**src/hdl/chm_pkg.sv**
```systemverilog
// ----------------------------------------------------------------------------
// chm_pkg
// shared types, codes and constants of the heartbeat monitor
// ----------------------------------------------------------------------------
package chm_pkg;

  // node table geometry
  localparam int unsigned NODE_COUNT = 127;
  localparam int unsigned NODE_W     = 7;
  localparam int unsigned MEM_DEPTH  = 2 ** NODE_W;
  localparam int unsigned TIME_BITS  = 32;
  localparam int unsigned STATE_W    = 7;
  localparam int unsigned MEM_W      = STATE_W + TIME_BITS;

  // field widths
  localparam int unsigned CMD_W      = 3;
  localparam int unsigned FRAME_ID_W = 11;
  localparam int unsigned LEN_W      = 4;
  localparam int unsigned BYTE_W     = 8;
  localparam int unsigned CNT_W      = 7;
  localparam int unsigned FRAMES_W   = 32;
  localparam int unsigned THR_W      = 16;
  localparam int unsigned CFG_IDX_W  = 3;
  localparam int unsigned CFG_DATA_W = 64;
  localparam int unsigned MASK_W     = 2 * CFG_DATA_W;

  // identifier ranges
  localparam logic [FRAME_ID_W-1:0] HB_BASE  = 11'h700;
  localparam logic [FRAME_ID_W-1:0] HB_LAST  = FRAME_ID_W'(HB_BASE + NODE_COUNT);
  localparam logic [FRAME_ID_W-1:0] SDO_BASE = 11'h580;
  localparam logic [FRAME_ID_W-1:0] SDO_LAST = 11'h67F;
  localparam logic [FRAME_ID_W-1:0] PDO_BASE = 11'h180;
  localparam logic [FRAME_ID_W-1:0] PDO_LAST = 11'h57F;
  localparam logic [FRAME_ID_W-1:0] NMT_ID   = 11'h000;
  localparam logic [LEN_W-1:0]      HB_LEN   = 4'd1;

  // node state codes
  localparam logic [STATE_W-1:0] NS_BOOT    = 7'd0;
  localparam logic [STATE_W-1:0] NS_STOPPED = 7'd4;
  localparam logic [STATE_W-1:0] NS_OPER    = 7'd5;
  localparam logic [STATE_W-1:0] NS_PREOP   = 7'd127;

  // configuration reset values
  localparam logic [THR_W-1:0]  FLASH_RST   = 16'd1000;
  localparam logic [THR_W-1:0]  SHOW_RST    = 16'd30000;
  localparam logic [THR_W-1:0]  FAIL_RST    = 16'd2000;
  localparam logic [MASK_W-1:0] PRESENT_RST = '1;

  localparam logic [NODE_W-1:0] NODE_FIRST = NODE_W'(1);
  localparam logic [NODE_W-1:0] NODE_LAST  = NODE_W'(NODE_COUNT);

  typedef enum logic [CMD_W-1:0] {
    CMD_FRAME   = 3'd0,
    CMD_TICK    = 3'd1,
    CMD_QUERY   = 3'd2,
    CMD_SUMMARY = 3'd3,
    CMD_CLEAR   = 3'd4
  } cmd_e;

  typedef enum logic [CFG_IDX_W-1:0] {
    CFG_BOOT_FLASH   = 3'd0,
    CFG_BOOT_SHOW    = 3'd1,
    CFG_FAILURE      = 3'd2,
    CFG_PRESENT_LOW  = 3'd3,
    CFG_PRESENT_HIGH = 3'd4
  } cfg_idx_e;

  typedef enum logic [2:0] {
    CLS_FRESH_BOOT = 3'd0,
    CLS_BOOT       = 3'd1,
    CLS_STOPPED    = 3'd2,
    CLS_OPER       = 3'd3,
    CLS_PREOP      = 3'd4,
    CLS_INVALID    = 3'd5,
    CLS_DOWN       = 3'd6,
    CLS_DOWN_UNEXP = 3'd7
  } class_e;

  localparam logic KIND_QUERY   = 1'b0;
  localparam logic KIND_SUMMARY = 1'b1;

  typedef struct packed {
    logic [CMD_W-1:0]      cmd;
    logic [FRAME_ID_W-1:0] frame_id;
    logic [LEN_W-1:0]      frame_length;
    logic [BYTE_W-1:0]     first_byte;
    logic [NODE_W-1:0]     query_node;
  } in_item_t;

  typedef struct packed {
    logic                kind;
    logic [2:0]          node_class;
    logic [CNT_W-1:0]    operational_count;
    logic [CNT_W-1:0]    preop_count;
    logic [CNT_W-1:0]    stopped_count;
    logic [CNT_W-1:0]    boot_count;
    logic [CNT_W-1:0]    failure_count;
    logic [FRAMES_W-1:0] total_frames;
    logic [FRAMES_W-1:0] mgmt_frames;
    logic [FRAMES_W-1:0] service_frames;
    logic [FRAMES_W-1:0] process_frames;
  } out_item_t;

  typedef enum logic [3:0] {
    ST_IDLE,
    ST_FRAME,
    ST_TICK,
    ST_CLEAR,
    ST_Q_READ,
    ST_Q_AGE,
    ST_Q_CLASS,
    ST_S_READ,
    ST_S_AGE,
    ST_S_CLASS,
    ST_S_DONE
  } state_e;

  // controller to datapath
  typedef struct packed {
    logic load_item;
    logic do_frame;
    logic do_tick;
    logic do_clear;
    logic rd_issue;
    logic age_calc;
    logic class_acc;
    logic node_next;
    logic out_query;
    logic out_summary;
  } ctrl_cmd_t;

  // datapath to controller
  typedef struct packed {
    logic out_free;
    logic last_node;
  } ctrl_stat_t;

endpackage

```
**src/hdl/chm_ctrl.sv**
```systemverilog
// ----------------------------------------------------------------------------
// chm_ctrl
// sequencer: decodes accepted items and steps the datapath through them
// ----------------------------------------------------------------------------
module chm_ctrl import chm_pkg::*; (
  input  logic                 clk_i,
  input  logic                 rst_ni,
  input  logic                 in_valid_i,
  input  logic [CMD_W-1:0]     in_cmd_i,
  output logic                 in_ready_o,
  input  ctrl_stat_t           stat_i,
  output ctrl_cmd_t            cmd_o
);

  state_e state_q, state_d;

  always_ff @(posedge clk_i or negedge rst_ni) begin
    if (!rst_ni) begin
      state_q <= ST_IDLE;
    end else begin
      state_q <= state_d;
    end
  end

  always_comb begin
    state_d    = state_q;
    cmd_o      = '0;
    in_ready_o = 1'b0;
    unique case (state_q)
      ST_IDLE: begin
        in_ready_o = 1'b1;
        if (in_valid_i) begin
          cmd_o.load_item = 1'b1;
          priority case (in_cmd_i)
            CMD_FRAME:   state_d = ST_FRAME;
            CMD_TICK:    state_d = ST_TICK;
            CMD_QUERY:   state_d = ST_Q_READ;
            CMD_SUMMARY: state_d = ST_S_READ;
            CMD_CLEAR:   state_d = ST_CLEAR;
            default:     state_d = ST_IDLE;
          endcase
        end
      end
      ST_FRAME: begin
        cmd_o.do_frame = 1'b1;
        state_d        = ST_IDLE;
      end
      ST_TICK: begin
        cmd_o.do_tick = 1'b1;
        state_d       = ST_IDLE;
      end
      ST_CLEAR: begin
        cmd_o.do_clear = 1'b1;
        state_d        = ST_IDLE;
      end
      ST_Q_READ: begin
        cmd_o.rd_issue = 1'b1;
        state_d        = ST_Q_AGE;
      end
      ST_Q_AGE: begin
        cmd_o.age_calc = 1'b1;
        state_d        = ST_Q_CLASS;
      end
      ST_Q_CLASS: begin
        // hold the classified node until the output register is free
        if (stat_i.out_free) begin
          cmd_o.out_query = 1'b1;
          state_d         = ST_IDLE;
        end
      end
      ST_S_READ: begin
        cmd_o.rd_issue = 1'b1;
        state_d        = ST_S_AGE;
      end
      ST_S_AGE: begin
        cmd_o.age_calc = 1'b1;
        state_d        = ST_S_CLASS;
      end
      ST_S_CLASS: begin
        cmd_o.class_acc = 1'b1;
        if (stat_i.last_node) begin
          state_d = ST_S_DONE;
        end else begin
          cmd_o.node_next = 1'b1;
          state_d         = ST_S_READ;
        end
      end
      ST_S_DONE: begin
        if (stat_i.out_free) begin
          cmd_o.out_summary = 1'b1;
          state_d           = ST_IDLE;
        end
      end
      default: state_d = ST_IDLE;
    endcase
  end

endmodule

```
**config.mk**
```make
export PLATFORM = sky130hd
export DESIGN_NAME = chm_ctrl
export DESIGN_NICKNAME = d
export VERILOG_FILES = /design/src/hdl/chm_pkg.sv /design/src/hdl/chm_ctrl.sv
export SDC_FILE = /design/constraint.sdc
export NUM_CORES = 1
export LEC_CHECK = 0
export ABC_AREA = 1
export BUFFER_PORTS_ARGS = -buffer_cell sky130_fd_sc_hd__buf_2
export CAP_MARGIN = 10
export CORE_AREA = 2 2 39 41
export CTS_CLUSTER_DIAMETER = 60
export DETAILED_ROUTE_END_ITERATION = 12
export DIE_AREA = 0 0 41 43
export GPL_TIMING_DRIVEN = 0
export SYNTH_ARGS = -nofsm -noshare
export SYNTH_HDL_FRONTEND = slang
export SYNTH_SLANG_ARGS = --single-unit
```
**constraint.sdc**
```tcl
create_clock -name clk_i -period 1.3 [get_ports clk_i]
set_input_delay 0.26 -clock clk_i [delete_from_list [all_inputs] [get_ports clk_i]]
set_output_delay 0.26 -clock clk_i [all_outputs]
set_load 0.03 [all_outputs]
```
======== Yosys cells after proc, flatten, opt, wreduce, memory -nomap -nowiden ========
Index checks and enable logic that the tools add are counted.
storage, ports and cells
  input bits .............................. 8
  output and inout bits ................... 11
  logic and storage cells ................. 41
  register bits ........................... 4
operators by class
  mux-type cells .......................... 18
  equal/unequal tests ..................... 16
  reduce and logical (&&, ||, !) cells .... 6
operators with widths
  kind                                                                     count
  4-bit case mux with 7 select lines                                       1
  4-bit by 3-bit equality test with 1-bit output, second input constant    4
  3-bit case mux with 5 select lines                                       1
  4-bit equality test, second input constant                               3
  1-bit two-way mux                                                        12
  4-bit two-way mux                                                        3
  4-bit by 2-bit equality test with 1-bit output, second input constant    2
  3-bit by 2-bit equality test with 1-bit output, second input constant    2
  2-bit OR reduction                                                       3
  4-bit by 1-bit equality test with 1-bit output, second input constant    1
  4-bit zero test                                                          1
  3-bit by 1-bit equality test with 1-bit output, second input constant    1
  3-bit equality test, second input constant                               1
  3-bit zero test                                                          1
  2-bit two-way mux                                                        1
  2-bit by 1-bit inequality test with 1-bit output, second input constant  1
  2-bit inequality test, second input constant                             1
  2-bit AND reduction                                                      1

======== Longest topological paths before layout ========
Gate-level depths: netlist of the first run.
  depth in word-level cells ............... 4
  gate-level depth with buffers ........... 8
  gate-level depth less buffers ........... 8

======== Worst setup path before layout of the first run ========
No wires, ideal clock.
  path type ............................... register -> output
  start ................................... reg state_q[3]
  end ..................................... out cmd_o[7] (netlist bit)
  path slack .............................. -340 ps
  required time ........................... 1040 ps
  cell stages (with the launch flop) ...... 4
  arrival time ............................ 1380 ps
  buffers on the path ..................... 0
  cell sequence ........................... dfrtp_1 -> nor2_1 -> inv_1 -> nor3_1
RTL lines
  element                 RTL line        RTL
  from (decl)             chm_ctrl.sv:15  state_e state_q, state_d;
  from (signal assigned)  chm_ctrl.sv:21  state_q <= state_d;
  to (decl)               chm_ctrl.sv:12  output ctrl_cmd_t cmd_o

==> flow_summary.toml, run 1 <==
[cells_and_area]
largest_reg_flops = 4
layout-drive-gt1-share = 0.602
nNetsFinal = 118
area_growth_pct = 94.8
final_cells = 124
fillCellCount = 132
final_core_utilization = 0.574
regMostFlops = "state_q"
reg.largest.list = "state_q: 4 flops"
num_antenna_cells = 0

[sta]
hold_violations = 0
setup-violations-final = 11
rsz0062_at_grt = "yes"
final.setup.tns_ps = -1730
skew_ps = 0.147
period_minus_slack_ps = 1480
fmax_ghz = 0.675
period_share = 1.14
drv_slew = 0
setup_slack_ps = -182
slew_headroom = 0.869
tightest_slew_ps = 195

[synthesis]
async_reset_ff_frac = 1.00
synth_area_um2 = 408
yosys.cell_types.count = 12
post-synth-top-count-cell = "nand2_1"
ys.warnings.count = 0
synth_area_leaders = "dfrtp_1 25%, nand2_1 19%, inv_1 14%, nor2_1 13%, nor2_2 7.7%"
synth_cells = 76
ys_top_cells_by_count = "21 x nand2_1, 15 x inv_1, 14 x nor2_1, 5 x nand3_1, 5 x nor2_2"
synth-edff-count = 0
seq_area_frac_synth = 0.245
dominantRegCellSynth = "dfrtp_1"
synth.net_count = 84
synth_area_per_cell_um2 = 5.37
synth_top_area_frac = 0.245
ys_ff_latch = 4
yosysTopAreaCell = "dfrtp_1"

[place]
gp_congestion = 0.756
hpwl_um = 800
io_buffers = 18
place_inst = 110
dp_slack_ps = -91.7

[floorplan]
core_area_mm2 = 0.00138
fp.dieW_um = 41
dieArea_mm2 = 0.00176
ios = 19
placementRows = 14
fp.dieH_um = 43
start_util = 0.295

[outcome]
status = "complete, but fails checks"
violations = "setup timing"

[worst_setup_path]
path_delay_family = "flip-flops"
arrival_ps = 1220
cp_slowest_cell = "dfrtp_2"
worst_setup_path_end_kind = "primary output"
path_class = "flop to primary output"
slowest_delay_ps = 460
crit_fanout = 5
path_cells = "inv_2 -> nor2_4 -> nand2_1 -> inv_1 -> buf_4"
worstPathRequired_ps = 1040
crit_buf_inv = 3
critPathLaunchType = "flop"

[power]
switching_power_uw = 933
power_frac_seq = 0.179
leakagePower_uw = 0.000428
power_density_mw_per_mm2 = 2270
p_int_uw = 868
p_comb_frac = 0.740
p_sw_frac = 0.518
worst_ir_drop_vdd_mv = 1.19
power.clock.fraction = 0.081
power_uw = 1800

[clock_network]
clock_path_buffers = 2
clk_pin_slew_worst_paths_ps = 30
cts-root-buf = "clkbuf_4"
cts_buffers = 3
cts_htree_levels = 1
clock_latency_ps = 230
cts.sinks = 4
cts_tree = "done"

[routing]
wirelength_mm = 1.16
wire_per_inst_um = 9.39
final_antenna_net_count = 0
drt_iter0_drc = 5
via_per_inst = 4.46
drt_pass1_iterations = 4
drc_errors = 0
vias = 553

[grt]
first_global_vias = 500
grt_max_degree = 6
overflow = 0
antenna_found_initial = 0
grt_usage = 0.166
grt_first_pass_wirelength_mm = 2.01

[job]
drv_cap = 0

[min_path]
hold_path_class = "primary input to async pin"
==> worst paths after layout <==
check	from	end	slack [ps]	cells after the start
max	state_q[3]	cmd_o[3]	-180	5
min	rst_ni	state_q[3]	360	2
max reg2reg	state_q[3]	state_q[2]	10	8
min reg2reg	state_q[2]	state_q[2]	590	2
max in group asynchronous	rst_ni	state_q[0]	820	2
min in group clk_i	stat_i[1]	state_q[1]	370	3
==> layer usage <==
layer,GRT usage,vias up,part of all wire
met5,0,-,0
met4,0.0600,0,0
met3,0.0314,0,0.037
met2,0.259,18,0.55
met1,0.216,244,0.41
li1,-,291,-
==> power by group through the flow <==
stage	sequential (uW)	combinational, uW	clock, uW
floorplan	245	684	0
global placement	255	868	0
detailed placement	257	879	0
CTS	315	1240	153
global route	331	1440	162
finish	323	1330	145
==> cell families (layout without fill, tap and decap cells) <==
kind of cell	after synthesis	after routing	share of synthesized area
and+or+nand+nor	51	51	0.543
buffers and inverters	17	49	0.156
AOI/OAI and AO/OA	4	4	0.0552
DFF	4	4	0.245
==> worst reg2reg max path, delay by kind of cell, from the launching register on <==
family                 cells  cell delay, ps
buffers and inverters      2             210
AND/OR/NAND/NOR            6             510
flip-flops                 1             460
==> layout make-up <==
type                       count  area, um^2  share of cell area
multi-input combinational     55         342               0.430
clock buffer                   3        22.5              0.0283
timing repair buffer          29         236               0.298
tap                           16        20.0              0.0252
sequential                     4         105               0.132
inverter                      17        68.8              0.0866
==> what timing repair did <==
item,4_1_cts,5_1_grt
gates cloned,0,0
gates resized for setup,42,5
pin swaps,7,5
hold buffers,1,0
buffers inserted,5,5
hold endpoints to repair,4,0
setup endpoints to repair,11,15
==> per-stage QoR <==
| step | hold WS, ps | cell area [um^2] |
|---|---|---|
| final | 356 | 795 |
| after global routing | 374 | 795 |
| after CTS | 358 | 741 |
| after detailed placement | 66.1 | 547 |
| after global placement | 65.0 | 547 |
| after floorplan | -35.6 | 437 |
==> cell usage in the layout, fill, tap and decap left out, drive strengths merged, types with 2 or more instances in the layout <==
cell    instances
nand2          24
nand3           5
clkbuf          3
buf            28
o21ai           2
nor3            3
inv            17
dfrtp           4
nor2           19
(Power assumes the default switching activity.)
==> run 2: changes to the inputs <==
- ABC_AREA: 1 -> default
- CORE_AREA: 2 2 39 41 -> default
- CORE_MARGIN: default -> 1
- CORE_UTILIZATION: default -> 32
- DIE_AREA: 0 0 41 43 -> default
==> flow_summary.toml, run 2 <==
[outcome]
status = "complete, but fails checks"
violations = "setup timing"

[worst_setup_path]
crit_start = "state_q[2]"
reg2reg_depth = 5
reg2reg_to = "state_q[1]"
path_class = "flop to primary output"
r2r_start = "state_q[2]"
worstPathRequired_ps = 1040
worst_setup_path_end_kind = "primary output"
critPathLaunchType = "flop"
cp-endpoint = "cmd_o[2]"
arrival_ps = 1400
r2r_setup_slack_ps = -170
crit_fanout = 8

[clock_network]
clock_latency_ps = 240
cts-root-buf = "clkbuf_4"
clk_pin_slew_worst_paths_ps = 40
clock_path_buffers = 2
cts_htree_levels = 1
cts_tree = "done"
cts_buffers = 3
cts.sinks = 4

[place]
place_area_um2 = 649
gp_congestion = 0.750
io_buffers = 18

[routing]
wire_per_inst_um = 12.0
drt_iter0_drc = 7
via_per_inst = 5.05
wirelength_mm = 1.36
drt_pass1_iterations = 4
drc_errors = 0
final_antenna_net_count = 0
vias = 571

[floorplan]
dieArea_mm2 = 0.00161
fp.dieW_um = 40.1
start_util = 0.352
fp.dieH_um = 40.1
core_area_mm2 = 0.00132
placementRows = 13
ios = 19

[power]
power_density_mw_per_mm2 = 2460
worst_ir_drop_vdd_mv = 1.38
leakagePower_uw = 0.000400

[synthesis]
synth_area_leaders = "dfrtp_1 22%, nor2_1 7.3%, nand2b_1 6.7%, nand2_1 5.7%, nor2b_1 5.4%"
synth_area_per_cell_um2 = 7.61
async_reset_ff_frac = 1.00
yosys.cell_types.count = 30
synth-edff-count = 0
post-synth-top-count-cell = "nor2_1"
ys_ff_latch = 4
synth.net_count = 69
ys_top_cells_by_count = "9 x nor2_1, 7 x nand2_1, 5 x nand2b_1, 4 x dfrtp_1, 4 x nor2b_1"
synth_top_area_frac = 0.216
synth_cells = 61
synth_area_um2 = 464
seq_area_frac_synth = 0.216
ys.warnings.count = 0
dominantRegCellSynth = "dfrtp_1"
yosysTopAreaCell = "dfrtp_1"

[cells_and_area]
fillCellCount = 96
mostFrequentLayoutCells = "15 x buf_6, 13 x buf_4, 7 x buf_2, 6 x nor2_4, 5 x nand2_1"
multiInputGateArea_um2 = 474
reg.largest.list = "state_q: 4 flops"
final_core_utilization = 0.721
regMostFlops = "state_q"
largest_reg_flops = 4
layout_commonest_cell = "buf_6"
seq_area_um2 = 105
final_area_um2 = 950
nNetsFinal = 107
layout-drive-gt1-share = 0.663
num_antenna_cells = 0
area_growth_pct = 105

[grt]
grt_first_pass_wirelength_mm = 2.01
use_met3 = 0.0556
grt_use_met1 = 0.257
gr-usage-met2 = 0.298
antenna_found_initial = 0
grt_usage = 0.189
grt_busiest_layer = "met2"
grt_max_degree = 11
overflow = 0
first_global_vias = 464

[sta]
slew_headroom = 0.821
period_minus_slack_ps = 1660
skew_ps = 3.12
drv_slew = 0
setup-violations-final = 14
rsz0062_at_grt = "yes"
period_share = 1.28
tightest_slew_ps = 267
final.setup.tns_ps = -3490
fmax_ghz = 0.602
setup_slack_ps = -361
hold_violations = 0

[job]
drv_cap = 0

[min_path]
hold_path_class = "primary input to flop"
run 2: cell count changes in the layout (fill, tap and decap cells not counted), sizes merged, moves of 2 or more:
cell    change
nand2      -17
nand2b      +5
nand3       -5
buf         +7
nor2b       +4
a21oi       +2
nor3        -2
inv        -14
a22oi       +2
nor2       -10
nor3b       +3
run 2: worst max-delay path: stages, from the launching register on:
cell and delay (ps):
dfrtp_2 460, buf_6 140, and4bb_4 330, nand2_4 70
inv_4 50, buf_6 110
run 2: cells by family (layout without fill, tap and decap cells):
family                 count (synthesis)  count (layout)  synth area share
AO/OA/AOI/OAI                         15              15             0.243
AND/OR/NAND/NOR                       35              35             0.456
multiplexers                           1               1            0.0243
flip-flops                             4               4             0.216
buffers and inverters                  6              43            0.0620
run 2: area by class of cell:
| type | instances | share of cell area |
|---|---|---|
| Buffer | 3 | 0.0356 |
| Clock buffer | 4 | 0.0277 |
| Inverter | 3 | 0.0145 |
| Multi-Input combinational cell | 51 | 0.499 |
| Sequential cell | 4 | 0.111 |
| Tap cell | 15 | 0.0198 |
| Timing Repair Buffer | 33 | 0.292 |
run 2: routing by layer:
metal  share of wire  up-vias
met5               0        -
met4               0        0
met3           0.039        0
met2            0.49       16
met1            0.47      262
li1                -      293
run 2: per-stage QoR:
stage	power (uW)	hold WS (ps)	cells	setup slack [ps]
after floorplan	1220	-35.6	61	-276
after global placement	1460	65.6	94	-330
after detailed placement	1460	67.0	94	-333
after CTS	2180	322	109	-381
after global routing	2490	342	113	-403
final	2330	325	113	-361
run 2: power by group:
part	total [uW]	switching (uW)	internal [uW]
logic	1880	903	975
clock network	173	57.0	116
registers	282	101	181
total	2330	1060	1270
run 2: worst min path at each step:
stage / startpoint / end / slack, ps / depth (start not counted)
after floorplan: rst_ni / state_q[0] / -40 / 0
after global placement: rst_ni / state_q[0] / 70 / 1
after detailed placement: rst_ni / state_q[0] / 70 / 1
after CTS: in_cmd_i[1] / state_q[0] / 320 / 3
after global routing: in_cmd_i[1] / state_q[0] / 340 / 3
final: in_cmd_i[0] / state_q[0] / 320 / 3
run 2: what timing repair did:
action	4_1_cts	5_1_grt
hold endpoints to repair	4	0
gates resized for setup	39	2
setup buffers	10	4
setup endpoints to repair	14	14
pin swaps	9	1
hold buffers	1	0
